[src/rtl/core/rtlex_pkg.sv]
// shared types, codes and helpers for the regex token lexer
`timescale 1ns / 1ps

package rtlex_pkg;

	localparam int MAX_DEPTH = 255;
	localparam logic [15:0] POS_CAP = 16'hFFFF;

	localparam int FIFO_DEPTH = 8;
	localparam int FIFO_AW = $clog2(FIFO_DEPTH);

	localparam logic [7:0] CH_STAR = 8'h2A;
	localparam logic [7:0] CH_PLUS = 8'h2B;
	localparam logic [7:0] CH_QUEST = 8'h3F;
	localparam logic [7:0] CH_LPAREN = 8'h28;
	localparam logic [7:0] CH_RPAREN = 8'h29;
	localparam logic [7:0] CH_UNION = 8'h7C;
	localparam logic [7:0] CH_BSLASH = 8'h5C;

	localparam logic [1:0] ERR_INVALID_CHAR = 2'd0;
	localparam logic [1:0] ERR_INVALID_ESC = 2'd1;
	localparam logic [1:0] ERR_UNEXPECTED_END = 2'd2;

	typedef enum logic [3:0] {
		K_CHAR = 4'd0,
		K_STAR = 4'd1,
		K_PLUS = 4'd2,
		K_QUEST = 4'd3,
		K_LPAREN = 4'd4,
		K_RPAREN = 4'd5,
		K_UNION = 4'd6,
		K_ESC_OPEN = 4'd7,
		K_ESC_CHAR = 4'd8,
		K_END = 4'd9,
		K_ERROR = 4'd10
	} kind_t;

	typedef struct packed {
		kind_t kind;
		logic [7:0] value;
		logic [1:0] err_code;
		logic [15:0] err_pos;
		logic final_res;
	} res_t;

	// results of one byte, written into the result queue together
	typedef struct packed {
		logic [1:0] n;
		res_t r0;
		res_t r1;
	} res_wr_t;

	function automatic logic is_alnum(input logic [7:0] c);
		return (c >= 8'h30 && c <= 8'h39) || (c >= 8'h41 && c <= 8'h5A) ||
			(c >= 8'h61 && c <= 8'h7A);
	endfunction

endpackage

[src/rtl/core/rtlex_if.sv]
// byte and token channel interfaces
`timescale 1ns / 1ps

interface rtlex_byte_if;
	logic valid;
	logic ready;
	logic [7:0] ch;
	logic is_last;

	modport source (output valid, output ch, output is_last, input ready);
	modport sink (input valid, input ch, input is_last, output ready);
endinterface

interface rtlex_tok_if;
	logic valid;
	logic ready;
	logic [3:0] kind;
	logic [7:0] value;
	logic [1:0] err_code;
	logic [15:0] err_pos;
	logic final_res;

	modport source (output valid, output kind, output value, output err_code,
		output err_pos, output final_res, input ready);
	modport sink (input valid, input kind, input value, input err_code,
		input err_pos, input final_res, output ready);
endinterface

[src/rtl/core/rtlex_core.sv]
// input stage register and per-byte token classification with lexer state
`timescale 1ns / 1ps

module rtlex_core (
	input logic clk,
	input logic arst_n,
	input logic acc,
	input logic [7:0] ch,
	input logic is_last,
	output logic s1_valid,
	output rtlex_pkg::res_wr_t wr
);

	typedef struct packed {
		logic [7:0] depth;
		logic [15:0] pos;
		rtlex_pkg::kind_t prev;
		logic have;
		logic esc;
		logic failed;
		logic [15:0] upos;
	} st_t;

	localparam st_t ST_RESET = '{
		depth: 8'd0, pos: 16'd0, prev: rtlex_pkg::K_CHAR, have: 1'b0,
		esc: 1'b0, failed: 1'b0, upos: 16'd0
	};

	logic valid_s1;
	logic [7:0] ch_s1;
	logic last_s1;
	st_t st_q;
	st_t st_d;

	always_ff @(posedge clk or negedge arst_n) begin
		if (!arst_n) begin
			valid_s1 <= 1'b0;
		end else begin
			valid_s1 <= acc;
		end
	end

	always_ff @(posedge clk) begin
		if (acc) begin
			ch_s1 <= ch;
			last_s1 <= is_last;
		end
	end

	always_ff @(posedge clk or negedge arst_n) begin
		if (!arst_n) begin
			st_q <= ST_RESET;
		end else if (valid_s1) begin
			st_q <= st_d;
		end
	end

	always_comb begin
		logic err;
		logic [1:0] ecode;
		logic [15:0] epos;
		logic adv;
		st_d = st_q;
		wr = '0;
		err = 1'b0;
		ecode = rtlex_pkg::ERR_INVALID_CHAR;
		epos = st_q.pos;
		adv = 1'b0;
		wr.r0.kind = rtlex_pkg::K_CHAR;
		wr.r1.kind = rtlex_pkg::K_CHAR;
		if (st_q.failed) begin
			if (last_s1) begin
				st_d = ST_RESET;
			end
		end else if (st_q.esc && rtlex_pkg::is_alnum(ch_s1)) begin
			wr.r0.kind = rtlex_pkg::K_ESC_CHAR;
			wr.r0.value = ch_s1;
			wr.n = 2'd1;
			st_d.prev = rtlex_pkg::K_ESC_CHAR;
			st_d.have = 1'b1;
			adv = 1'b1;
		end else begin
			st_d.esc = 1'b0;
			wr.r0.value = ch_s1;
			priority if (st_q.have && st_q.prev == rtlex_pkg::K_UNION &&
				ch_s1 == rtlex_pkg::CH_RPAREN) begin
				// the union before this paren was already sent
				err = 1'b1;
				epos = st_q.upos;
			end else if (rtlex_pkg::is_alnum(ch_s1)) begin
				wr.r0.kind = rtlex_pkg::K_CHAR;
			end else if (ch_s1 == rtlex_pkg::CH_STAR) begin
				wr.r0.kind = rtlex_pkg::K_STAR;
			end else if (ch_s1 == rtlex_pkg::CH_PLUS) begin
				wr.r0.kind = rtlex_pkg::K_PLUS;
			end else if (ch_s1 == rtlex_pkg::CH_QUEST) begin
				wr.r0.kind = rtlex_pkg::K_QUEST;
			end else if (ch_s1 == rtlex_pkg::CH_LPAREN) begin
				if (st_q.depth >= 8'(rtlex_pkg::MAX_DEPTH)) begin
					err = 1'b1;
				end else begin
					wr.r0.kind = rtlex_pkg::K_LPAREN;
					st_d.depth = st_q.depth + 8'd1;
				end
			end else if (ch_s1 == rtlex_pkg::CH_RPAREN) begin
				if (st_q.depth == 8'd0) begin
					err = 1'b1;
				end else begin
					wr.r0.kind = rtlex_pkg::K_RPAREN;
					st_d.depth = st_q.depth - 8'd1;
				end
			end else if (ch_s1 == rtlex_pkg::CH_UNION) begin
				if (!st_q.have || st_q.prev == rtlex_pkg::K_UNION ||
					st_q.prev == rtlex_pkg::K_LPAREN) begin
					err = 1'b1;
				end else begin
					wr.r0.kind = rtlex_pkg::K_UNION;
					st_d.upos = st_q.pos;
				end
			end else if (ch_s1 == rtlex_pkg::CH_BSLASH) begin
				if (last_s1) begin
					err = 1'b1;
					ecode = rtlex_pkg::ERR_INVALID_ESC;
				end else begin
					wr.r0.kind = rtlex_pkg::K_ESC_OPEN;
					st_d.esc = 1'b1;
				end
			end else begin
				err = 1'b1;
			end

			wr.n = 2'd1;
			if (err) begin
				wr.r0.kind = rtlex_pkg::K_ERROR;
				wr.r0.value = 8'd0;
				wr.r0.err_code = ecode;
				wr.r0.err_pos = epos;
				wr.r0.final_res = 1'b1;
				st_d = st_q;
				st_d.failed = 1'b1;
				if (last_s1) begin
					st_d = ST_RESET;
				end
			end else begin
				st_d.prev = wr.r0.kind;
				st_d.have = 1'b1;
				adv = 1'b1;
			end
		end

		if (adv) begin
			if (st_q.pos != rtlex_pkg::POS_CAP) begin
				st_d.pos = st_q.pos + 16'd1;
			end
			if (last_s1) begin
				wr.n = 2'd2;
				wr.r1.final_res = 1'b1;
				if (st_d.depth != 8'd0) begin
					wr.r1.kind = rtlex_pkg::K_ERROR;
					wr.r1.err_code = rtlex_pkg::ERR_UNEXPECTED_END;
					wr.r1.err_pos = st_d.pos;
				end else begin
					wr.r1.kind = rtlex_pkg::K_END;
				end
				st_d = ST_RESET;
			end
		end

		if (!valid_s1) begin
			wr.n = 2'd0;
		end
	end

	assign s1_valid = valid_s1;

endmodule

[src/rtl/core/rtlex_fifo.sv]
// result queue taking up to two tokens per cycle, one out per beat
`timescale 1ns / 1ps

module rtlex_fifo (
	input logic clk,
	input logic arst_n,
	input rtlex_pkg::res_wr_t wr,
	input logic pop,
	output logic not_empty,
	output logic [rtlex_pkg::FIFO_AW:0] count,
	output rtlex_pkg::res_t head
);

	localparam int AW = rtlex_pkg::FIFO_AW;

	rtlex_pkg::res_t mem_q [rtlex_pkg::FIFO_DEPTH];
	logic [AW-1:0] wr_ptr_q;
	logic [AW-1:0] rd_ptr_q;
	logic [AW:0] count_q;
	logic [AW-1:0] wr_ptr_p1;

	assign wr_ptr_p1 = wr_ptr_q + AW'(1);

	always_ff @(posedge clk) begin
		if (wr.n != 2'd0) begin
			mem_q[wr_ptr_q] <= wr.r0;
		end
		if (wr.n == 2'd2) begin
			mem_q[wr_ptr_p1] <= wr.r1;
		end
	end

	always_ff @(posedge clk or negedge arst_n) begin
		if (!arst_n) begin
			wr_ptr_q <= '0;
			rd_ptr_q <= '0;
			count_q <= '0;
		end else begin
			wr_ptr_q <= wr_ptr_q + AW'(wr.n);
			if (pop) begin
				rd_ptr_q <= rd_ptr_q + AW'(1);
			end
			count_q <= count_q + (AW + 1)'(wr.n) - (AW + 1)'(pop);
		end
	end

	assign not_empty = (count_q != '0);
	assign count = count_q;
	assign head = mem_q[rd_ptr_q];

endmodule

[src/rtl/core/regex_token_lexer_unit.sv]
// top level of the regex token lexer
`timescale 1ns / 1ps

// Regex token lexer. One regex byte is taken per beat on bytes, with is_last on
// its final byte, and tokens leave one per beat on tokens. A byte is accepted
// every cycle as long as the 8-entry result queue has room for the byte in
// flight plus this one; each byte normally yields one token, and a clean final
// byte yields two (its token and the end or unclosed-paren beat), so a clean
// regex of N bytes needs N+1 output beats. A byte's first token can be offered
// only once the byte has passed the input stage register and its classified
// token has been written into the result queue. After an error the block sends
// nothing more until the final byte of that regex, then starts clean.
module regex_token_lexer_unit (
	input logic clk,
	input logic arst_n,
	rtlex_byte_if.sink bytes,
	rtlex_tok_if.source tokens
);

	logic acc;
	logic pop;
	logic not_empty;
	rtlex_pkg::res_wr_t wr;
	rtlex_pkg::res_t head;
	logic [rtlex_pkg::FIFO_AW:0] q_count;
	logic s1_valid;
	logic [rtlex_pkg::FIFO_AW+1:0] pending;

	// slots already spoken for: queue contents plus two for the byte in stage one
	assign pending = (rtlex_pkg::FIFO_AW + 2)'(q_count) +
		(s1_valid ? (rtlex_pkg::FIFO_AW + 2)'(2) : '0);
	assign bytes.ready = (pending <= (rtlex_pkg::FIFO_AW + 2)'(rtlex_pkg::FIFO_DEPTH - 2));
	assign acc = bytes.valid && bytes.ready;

	rtlex_core u_core (
		.clk(clk),
		.arst_n(arst_n),
		.acc(acc),
		.ch(bytes.ch),
		.is_last(bytes.is_last),
		.s1_valid(s1_valid),
		.wr(wr)
	);

	rtlex_fifo u_fifo (
		.clk(clk),
		.arst_n(arst_n),
		.wr(wr),
		.pop(pop),
		.not_empty(not_empty),
		.count(q_count),
		.head(head)
	);

	assign pop = not_empty && tokens.ready;
	assign tokens.valid = not_empty;
	assign tokens.kind = head.kind;
	assign tokens.value = head.value;
	assign tokens.err_code = head.err_code;
	assign tokens.err_pos = head.err_pos;
	assign tokens.final_res = head.final_res;

	a_no_overflow: assert property (@(posedge clk) disable iff (!arst_n)
		q_count <= (rtlex_pkg::FIFO_AW + 1)'(rtlex_pkg::FIFO_DEPTH))
		else $error("result queue overflow");

	a_byte_reaches_stage: assert property (@(posedge clk) disable iff (!arst_n)
		acc |=> s1_valid)
		else $error("accepted byte missing from stage one");

	a_final_kind: assert property (@(posedge clk) disable iff (!arst_n)
		tokens.valid |-> (tokens.final_res ==
			(tokens.kind == rtlex_pkg::K_ERROR || tokens.kind == rtlex_pkg::K_END)))
		else $error("final flag does not match token kind");

endmodule

[src/flat_wrapper.sv]
// flat-port wrapper written by rule: the top's interface ports become plain ports
module regex_token_lexer_unit_flat 
  (clk, arst_n, bytes_valid, bytes_ch, bytes_is_last, bytes_ready, tokens_valid, tokens_kind, tokens_value, tokens_err_code, tokens_err_pos, tokens_final_res, tokens_ready);
  rtlex_byte_if bytes_i ();
  rtlex_tok_if tokens_i ();
  input logic clk;
  input logic arst_n;
  input wire logic [$bits(bytes_i.valid)-1:0] bytes_valid;
  input wire logic [$bits(bytes_i.ch)-1:0] bytes_ch;
  input wire logic [$bits(bytes_i.is_last)-1:0] bytes_is_last;
  output wire logic [$bits(bytes_i.ready)-1:0] bytes_ready;
  output wire logic [$bits(tokens_i.valid)-1:0] tokens_valid;
  output wire logic [$bits(tokens_i.kind)-1:0] tokens_kind;
  output wire logic [$bits(tokens_i.value)-1:0] tokens_value;
  output wire logic [$bits(tokens_i.err_code)-1:0] tokens_err_code;
  output wire logic [$bits(tokens_i.err_pos)-1:0] tokens_err_pos;
  output wire logic [$bits(tokens_i.final_res)-1:0] tokens_final_res;
  input wire logic [$bits(tokens_i.ready)-1:0] tokens_ready;
  assign bytes_i.valid = bytes_valid;
  assign bytes_i.ch = bytes_ch;
  assign bytes_i.is_last = bytes_is_last;
  assign bytes_ready = bytes_i.ready;
  assign tokens_valid = tokens_i.valid;
  assign tokens_kind = tokens_i.kind;
  assign tokens_value = tokens_i.value;
  assign tokens_err_code = tokens_i.err_code;
  assign tokens_err_pos = tokens_i.err_pos;
  assign tokens_final_res = tokens_i.final_res;
  assign tokens_i.ready = tokens_ready;
  regex_token_lexer_unit u_core (.clk(clk), .arst_n(arst_n), .bytes(bytes_i), .tokens(tokens_i));
endmodule
[config.mk]
export PLATFORM = sky130hd
export DESIGN_NAME = regex_token_lexer_unit_flat
export DESIGN_NICKNAME = d
export VERILOG_FILES = /design/src/rtl/core/rtlex_pkg.sv /design/src/rtl/core/rtlex_if.sv /design/src/rtl/core/rtlex_core.sv /design/src/rtl/core/rtlex_fifo.sv /design/src/rtl/core/regex_token_lexer_unit.sv /design/src/flat_wrapper.sv
export SDC_FILE = /design/constraint.sdc
export NUM_CORES = 1
export LEC_CHECK = 0
export BUFFER_PORTS_ARGS = -buffer_cell sky130_fd_sc_hd__clkbuf_2
export CAP_MARGIN = 40
export CORE_ASPECT_RATIO = 0.6
export CORE_MARGIN = 3
export CORE_UTILIZATION = 60
export CTS_BUF_LIST = sky130_fd_sc_hd__clkbuf_8 sky130_fd_sc_hd__clkbuf_16
export DETAILED_ROUTE_END_ITERATION = 16
export GPL_ROUTABILITY_DRIVEN = 0
export PLACE_DENSITY = 0.74
export SYNTH_ARGS = -nofsm -noshare
export SYNTH_HDL_FRONTEND = slang
export SYNTH_HIERARCHICAL = 1
export SYNTH_SLANG_ARGS = --single-unit
[constraint.sdc]
create_clock -name clk -period 8.5 [get_ports clk]
set_input_delay 0.425 -clock clk [delete_from_list [all_inputs] [get_ports clk]]
set_output_delay 0.425 -clock clk [all_outputs]
set_load 0.02 [all_outputs]
==> flow_summary.yaml, run 1 <==
status:
  status: "completed"
layout:
  fin_area_um2: 18800
  multi_input_area_um2: 7660
  diodes: 0
  fin_util: 0.674
  drive_above_1_share: 0.372
  num-fill-cells: 1935
  register_area_um2: 9180
  final_cell_mix: "mux2_2, edfxtp_1, nand2_1, a21oi_1, mux4_2"
  syn2layout_area_growth_pct: 9.26
  layout.nets: 1312
  final_common_cell: "mux2_2"
pwr:
  p_int_mw: 3.27
  vdd_ir_drop_max_v: 0.000274
  combinationalPowerShare: 0.347
  power.leakage_nw: 6.85
  power.switching_mw: 1.78
  power.share.clock: 0.242
  pwr-share-seq: 0.411
  p_per_area_nw_per_um2: 268
  switching_share: 0.352
  power_mw: 5.06
sta:
  fin_crit_sh: 0.713
  fin_crit_ns: 6.06
  slew_headroom: 0.328
  final-max-slew-violation-count: 0
  fin_skew_ns: 0.0124
  grt_setup_unrepaired: "no"
  max_slew.worst_pin.slew_ns: 0.999
  final.setup.tns_ns: 0
  timing.fmax_ghz: 0.165
  setup_viol: 0
  hold_violations: 0
worst_setup_path:
  reg2reg_depth: 12
  crit_type: "register to register"
  critPathLaunchType: "register"
  cp_max_fo: 18
  end_kind: "register"
  cp.arrival_ns: 6.34
  worstPathRequired_ns: 8.78
floorplanning:
  die_y_um: 137
  io_pins: 46
  dieWidth_um: 225
  start_util: 0.617
  core_um2: 27900
  die_area_um2: 30900
  fp-row-count: 47
routing:
  finalWirelength_mm: 43.3
  vias_per_cell: 6.78
  drt_first_pass_iters: 6
  drc: 0
  drtAntennaViolNets: 0
  dr.first_iter.drc_count: 1457
  vias: 11300
  wl_per_cell_um: 25.9
global_route:
  overflow: 0
  grt_pass1_vias: 11300
  grt_max_degree: 59
  grt_pass1_wl_mm: 67.2
  track_usage: 0.286
  antenna_found_initial: 1
clock_tree:
  cts_buffers: 29
  cts_tree: "yes"
  clk_latency_ns: 0.56
  cts_hold_buf: 0
  cts.sinks: 315
  root_buffer: "clkbuf_16"
  cts_max_level: 1
  post_cts_buffers: 0
  clockBufferDepth: 3
  ctsResizeCount: 0
  clk_pin_slew_worst_paths_ns: 0.06
synth:
  synth_area_leaders: "edfxtp_1, mux2_2, dfrtp_1"
  yosysTopAreaCell: "edfxtp_1"
  ys_seq_elements: 315
  synth.avg_cell_area_um2: 13.7
  ys_warn_count: 6
  synth_ff_type: "edfxtp_1"
  async_flop_share: 0.184
  synth_edf_count: 257
  ys_types: 80
  ys_seq_area_frac: 0.532
  synth_top_area_share: 0.448
  syn_inst: 1261
  synth_area_um2: 17200
worst_hold_path:
  hold_class: "input port to asynchronous set/reset pin"
job:
  maxCapViolations: 0
placed_design:
  place.detailed.hpwl_mm: 28.6
  io_buffers: 45
  post_dp_cell_area_um2: 18000
==> synthesized netlist by cell type, types with 10 or more instances <==
master and n:
and3_1 10, mux2_1 12, buf_2 34, nand3_1 28, nor2_1 39, nand2_1 82
o21ai_0 54, edfxtp_1 257, inv_1 33, ha_1 14, buf_4 14, a31oi_1 12
nor3_1 15, mux2_2 269, dfrtp_1 58, clkbuf_1 41, and2_1 15, mux4_2 62
a21oi_1 62, o2bb2ai_1 17
==> worst max-delay path, stage by stage (launching register included) <==
cell	delay [ns]
edfxtp_1	0.59
nor4b_4	0.50
nand4_1	0.78
and2_1	0.52
o31a_2	0.24
nand2_1	0.34
inv_1	0.38
nor2_1	0.58
and4bb_2	0.33
nand2_2	0.39
buf_4	0.44
o21ai_4	0.29
buf_4	0.36
==> cell families (layout without fill, tap and decap cells) <==
kind of cell             Yosys count  in the layout  synth area share
flip-flops                       315            315             0.532
buffers and inverters            128            160            0.0343
AO/OA/AOI/OAI                    211            211            0.0801
multiplexers                     344            344             0.265
other                              1             12          0.000218
XOR/XNOR                          15             15           0.00849
adder cells (fa/ha/maj)           16             16            0.0125
AND/OR/NAND/NOR                  231            231            0.0672
==> stage by stage <==
step / setup WS, ns / hold WS [ns] / std cells
global placement: 2.93 / 0.466 / 1606
floorplan: 2.57 / 0.129 / 1272
detailed placement: 2.66 / 0.459 / 1619
CTS: 2.63 / 0.0168 / 1671
finish: 2.44 / 0.00199 / 1671
global route: 2.15 / 0.0209 / 1671
==> per-layer routing <==
metal  share of wire  global-route usage  vias to the layer above
li1                -                   -                     4930
met3            0.11              0.0686                       72
met2            0.43               0.419                      664
met4           0.017              0.0585                        2
met5         0.00030                   0                        -
met1            0.44               0.440                     5660
==> registers in the layout, summed over array words and instances (netlist names) <==
| signal | cells |
|---|---|
| u_core/u_core/ch_s1 | 8 |
| u_core/u_core/last_s1 | 1 |
| u_core/u_core/s1_valid | 1 |
| u_core/u_core/st_q | 47 |
| u_core/u_fifo/count | 4 |
| u_core/u_fifo/mem_q | 248 |
| u_core/u_fifo/rd_ptr_q | 3 |
| u_core/u_fifo/wr_ptr_q | 3 |
==> final timing paths <==
kind / from / endpoint / slack, ns
worst max-delay path: u_core/u_core/ch_s1[0] / u_core/u_fifo/mem_q[4][17] / 2.44
worst min register to register: u_core/u_core/st_q[21] / u_core/u_core/st_q[21] / 0.49
max in group asynchronous: arst_n / u_core/u_fifo/rd_ptr_q[0] / 7.92
worst min-delay path: arst_n / u_core/u_fifo/count[3] / 0.002
min in group clk: bytes_ch[4] / u_core/u_core/ch_s1[4] / 0.03
worst max register to register: u_core/u_core/ch_s1[0] / u_core/u_fifo/mem_q[4][17] / 2.44
==> cell type report <==
class                           count  share of cell area
Tap cell                          367              0.0244
Timing Repair Buffer               75              0.0290
Multi-Input combinational cell    829               0.407
Sequential cell                   315               0.487
Clock inverter                     23             0.00744
Clock buffer                       29              0.0385
Inverter                           33             0.00658
==> power by group through the flow <==
stage,clock network [mW],registers (mW),logic (mW)
floorplan,0,1.96,1.32
global placement,0,2.12,1.67
detailed placement,0,2.11,1.73
CTS,1.23,2.08,1.75
global route,1.29,2.10,1.88
finish,1.22,2.08,1.76
(Power assumes the default switching activity.)
==> inputs of run 2 (changes only) <==
==> constraint.sdc (replaced) <==
create_clock -name clk -period 6.14 [get_ports clk]
set_input_delay 0.307 -clock clk [delete_from_list [all_inputs] [get_ports clk]]
set_output_delay 0.307 -clock clk [all_outputs]
set_load 0.02 [all_outputs]
==> run 2 against run 1 <==
Clock-buffer cell count grew 4. Non-clock buffer count is 16 higher. Via count grew 0.66%. Die area unchanged. Total power is 40% higher. Sequential cell count is the same. Cell area increased by 0.98%. Sequential share of layout area decreased by 0.47 points. Cell count increased by 1.1%. Core utilization increased by 0.66 points. Critical endpoint is now u_core/u_fifo/mem_q[0][11].
==> flow_summary.yaml, run 2 (synthesis gave the netlist of run 1 again) <==
status:
  status: "completed"
worst_hold_path:
  hold_class: "input port to register"
routing:
  vias: 11400
  drt_first_pass_iters: 5
  drtAntennaViolNets: 0
  dr.first_iter.drc_count: 1512
  finalWirelength_mm: 44.4
  drc: 0
  vias_per_cell: 6.75
  wl_per_cell_um: 26.3
clock_tree:
  post_cts_buffers: 0
  ctsResizeCount: 0
  cts.sinks: 315
  cts_max_level: 1
  cts_tree: "yes"
  cts_buffers: 29
  cts_hold_buf: 10
  clk_latency_ns: 0.57
  clk_pin_slew_worst_paths_ns: 0.06
  root_buffer: "clkbuf_16"
  clockBufferDepth: 3
global_route:
  grt_pass1_vias: 11000
  antenna_found_initial: 0
  grt_max_degree: 59
  track_usage: 0.292
  overflow: 0
  grt_pass1_wl_mm: 68.4
worst_setup_path:
  cp_max_fo: 20
  end_kind: "register"
  slowest_stage: "nand2_2"
  path_cells: "inv_1 -> ha_1 -> or3b_2 -> o211ai_4 -> o21ai_4 -> o31a_2 -> nand2_1 -> inv_1 -> nor2_1 -> and4bb_2 -> nand2_2 -> buf_4 -> mux2_2"
  worstPathRequired_ns: 6.45
  crit_type: "register to register"
  max_stage_delay_ns: 0.54
  cp.arrival_ns: 5.64
  worst_path_most_repeated_cell: "inv_1"
  critPathLaunchType: "register"
sta:
  timing.fmax_ghz: 0.188
  fin_skew_ns: 0.0155
  setup_viol: 0
  max_slew.worst_pin.slew_ns: 0.947
  whs_ns: 0.121
  fin_crit_ns: 5.33
  hold_violations: 0
  slew_headroom: 0.365
  final.setup.tns_ns: 0
  final-max-slew-violation-count: 0
  setup_ws_ns: 0.809
  fin_crit_sh: 0.868
  grt_setup_unrepaired: "no"
layout:
  final_cell_mix: "mux2_2, edfxtp_1, nand2_1, a21oi_1, mux4_2"
  fin_area_um2: 19000
  final_common_cell: "mux2_2"
  multi_input_area_um2: 7660
  fin_util: 0.681
  regMostFlops: "u_core/u_fifo/mem_q"
  diodes: 0
  drive_above_1_share: 0.371
  num-fill-cells: 1940
  top_regs: "u_core/u_fifo/mem_q: 248 flops, u_core/u_core/st_q: 47 flops, u_core/u_core/ch_s1: 8 flops"
  largest_reg_flops: 248
  register_area_um2: 9180
  final_cells: 1689
  layout.nets: 1328
  syn2layout_area_growth_pct: 10.3
placed_design:
  dpl_worst_slack_ns: 0.954
  place.detailed.hpwl_mm: 27.7
  io_buffers: 45
  dp_cells: 1624
  post_dp_cell_area_um2: 18000
job:
  maxCapViolations: 0
pwr:
  power.leakage_nw: 6.96
  vdd_ir_drop_max_v: 0.000266
  p_per_area_nw_per_um2: 371
  power_mw: 7.06
floorplanning:
  dieWidth_um: 225
  io_pins: 46
  core_um2: 27900
  start_util: 0.617
  die_y_um: 137
  fp-row-count: 47
  die_area_um2: 30900
==> run 2: final cells by class <==
cell class              instances  share of cell area
clock buffers                  33              0.0411
clock inverters                21             0.00770
inverters                      33             0.00651
multi-input cells             829               0.403
flip-flops and latches        315               0.482
well taps                     367              0.0241
repair buffers                 91              0.0355
==> run 2: metal layers <==
layer / GRT usage / vias to the layer above / wire, um
li1: - / 4975 / -
met4: 0.0420 / 0 / 631
met5: 0 / - / 0
met2: 0.448 / 552 / 19700
met3: 0.0458 / 55 / 3730
met1: 0.456 / 5821 / 20400
==> run 2: worst paths after layout <==
path                                             start                          to  slack, ns  cells after the start
max in group asynchronous                       arst_n   u_core/u_fifo/rd_ptr_q[0]       5.07                      3
worst min-delay path                       bytes_valid      u_core/u_core/s1_valid       0.12                      3
worst min register to register   u_core/u_core/st_q[7]       u_core/u_core/st_q[7]       0.49                      1
worst max-delay path            u_core/u_core/st_q[39]  u_core/u_fifo/mem_q[0][11]       0.81                     13
min in group asynchronous                       arst_n      u_core/u_fifo/count[3]       0.42                      3
worst max register to register  u_core/u_core/st_q[39]  u_core/u_fifo/mem_q[0][11]       0.81                     13
==> run 2: power breakdown <==
group          internal [mW]  switching [mW]  leakage [nW]  total [mW]
logic                   1.05            1.34          3.42        2.38
registers               2.59           0.299          3.05        2.89
clock network          0.988           0.795         0.497        1.78
total                   4.63            2.43          6.96        7.06
==> run 2: critical path: cells and delay by family, from the launching register on <==
kind,cells,cell delay [ns]
simple gates,5,2.24
compound gates,3,0.92
buf+inv,3,0.85
flops,1,0.43
mux,1,0.36
fa+ha+maj,1,0.24
==> inputs of run 3 (changes only) <==
==> constraint.sdc (replaced) <==
create_clock -name clk -period 6 [get_ports clk]
set_input_delay 0.3 -clock clk [delete_from_list [all_inputs] [get_ports clk]]
set_output_delay 0.3 -clock clk [all_outputs]
set_load 0.02 [all_outputs]
==> run 3 against run 2 <==
Maximum frequency is 1.9% higher. Cell area increased by 1.2%. Clock skew is 0.0033 ns lower. Worst setup slack got worse by 0.039 ns. Cell count rose by 0.41%. Clock-buffer cell count unchanged. Global-route usage fell by 0.29 points. Critical path depth is 2 lower. Register-to-register slack got worse by 0.04 ns. Sequential power hardly changed. Largest power group unchanged.
==> flow_summary.yaml, run 3 (synthesis gave the netlist of run 1 again) <==
status:
  status: "completed"
layout:
  final_cell_mix: "mux2_2, edfxtp_1, nand2_1, a21oi_1, mux4_2"
  fin_util: 0.689
  diodes: 0
  syn2layout_area_growth_pct: 11.6
  fin_area_um2: 19200
  layout.nets: 1334
  final_common_cell: "mux2_2"
  largest_reg_flops: 248
  drive_above_1_share: 0.378
  regMostFlops: "u_core/u_fifo/mem_q"
  top_regs: "u_core/u_fifo/mem_q: 248 flops, u_core/u_core/st_q: 47 flops, u_core/u_core/ch_s1: 8 flops"
clock_tree:
  clk_pin_slew_worst_paths_ns: 0.06
  cts_buffers: 30
  cts_max_level: 1
  post_cts_buffers: 0
  cts_tree: "yes"
  clk_latency_ns: 0.57
  root_buffer: "clkbuf_16"
  ctsResizeCount: 0
  cts.sinks: 315
  clockBufferDepth: 3
routing:
  finalWirelength_mm: 43.7
  drt_first_pass_iters: 6
  drtAntennaViolNets: 0
  dr.first_iter.drc_count: 1566
  wl_per_cell_um: 25.7
  vias_per_cell: 6.77
  drc: 0
  vias: 11500
worst_setup_path:
  critPathLaunchType: "register"
  cp.arrival_ns: 5.50
  cp_max_fo: 21
  end_kind: "register"
  crit_type: "register to register"
  worstPathRequired_ns: 6.27
global_route:
  grt_pass1_vias: 11300
  track_usage: 0.289
  antenna_found_initial: 0
  grt_pass1_wl_mm: 67.8
  overflow: 0
  grt_max_degree: 59
floorplanning:
  fp-row-count: 47
  start_util: 0.617
  core_um2: 27900
  die_area_um2: 30900
  io_pins: 46
  die_y_um: 137
  dieWidth_um: 225
sta:
  final-max-slew-violation-count: 0
  fin_crit_sh: 0.872
  fin_skew_ns: 0.0122
  hold_violations: 0
  max_slew.worst_pin.slew_ns: 0.989
  grt_setup_unrepaired: "no"
  timing.fmax_ghz: 0.191
  final.setup.tns_ns: 0
  slew_headroom: 0.341
  fin_crit_ns: 5.23
  setup_viol: 0
job:
  maxCapViolations: 0
pwr:
  p_per_area_nw_per_um2: 389
  power.leakage_nw: 7.06
  vdd_ir_drop_max_v: 0.000276
placed_design:
  io_buffers: 45
  place.detailed.hpwl_mm: 27.7
  post_dp_cell_area_um2: 18100
worst_hold_path:
  hold_class: "input port to register"
-- run 3: stage by stage --
step           setup WS [ns]  power (mW)  hold slack, ns  instances
3_5_place_dp           0.916        5.45           0.474       1629
3_3_place_gp            1.03        5.34           0.471       1621
4_1_cts                0.943        7.51          0.0950       1695
5_1_grt                0.490        7.83           0.133       1696
6_report               0.770        7.48           0.112       1696
2_1_floorplan         0.0656        4.64         0.00441       1272
-- run 3: layout make-up --
class	instances	area, um2
repair buffers	96	753
inverters	33	124
multi-input cells	829	7660
clock inverters	23	269
flip-flops and latches	315	9180
well taps	367	459
clock buffers	33	803
fillers	1934	8690
-- run 3: metal layers --
layer	up-vias	routed length [um]	GRT usage
met4	0	1180	0.0698
li1	4980	-	-
met1	5779	20200	0.456
met5	-	0	0
met3	85	4180	0.0618
met2	643	18100	0.411
-- run 3: timing repair --
| item | in CTS | in global routing |
|---|---|---|
| hold endpoints to repair | 67 | 0 |
| hold buffers | 10 | 0 |
| setup endpoints to repair | 0 | 0 |
-- run 3: critical path, cell delays in order, from the launching register on --
cell	delay (ns)
edfxtp_1	0.58
and3_1	0.26
o31ai_1	0.49
a21bo_1	0.40
o31a_2	0.39
nand2_1	0.28
inv_1	0.55
nor2_1	0.28
nor3b_1	0.39
nand3_2	0.54
o21ai_4	0.46
buf_12	0.27
-- run 3: path summary, 6_finish.rpt --
kind	start	to	slack, ns	cells past startpoint
max in group asynchronous	arst_n	u_core/u_fifo/rd_ptr_q[0]	4.95	3
hold reg to reg	u_core/u_core/st_q[6]	u_core/u_core/st_q[6]	0.49	1
min in group asynchronous	arst_n	u_core/u_fifo/count[2]	0.44	3
hold / removal	bytes_valid	u_core/u_core/s1_valid	0.11	3
setup / recovery	u_core/u_core/ch_s1[0]	u_core/u_fifo/mem_q[3][13]	0.77	11
setup reg to reg	u_core/u_core/ch_s1[0]	u_core/u_fifo/mem_q[3][13]	0.77	11
-- run 3: power by group --
part | total (mW) | internal, mW | switching [mW]
Combinational | 2.52 | 1.09 | 1.42
Sequential | 2.91 | 2.66 | 0.253
Clock | 2.06 | 1.22 | 0.838
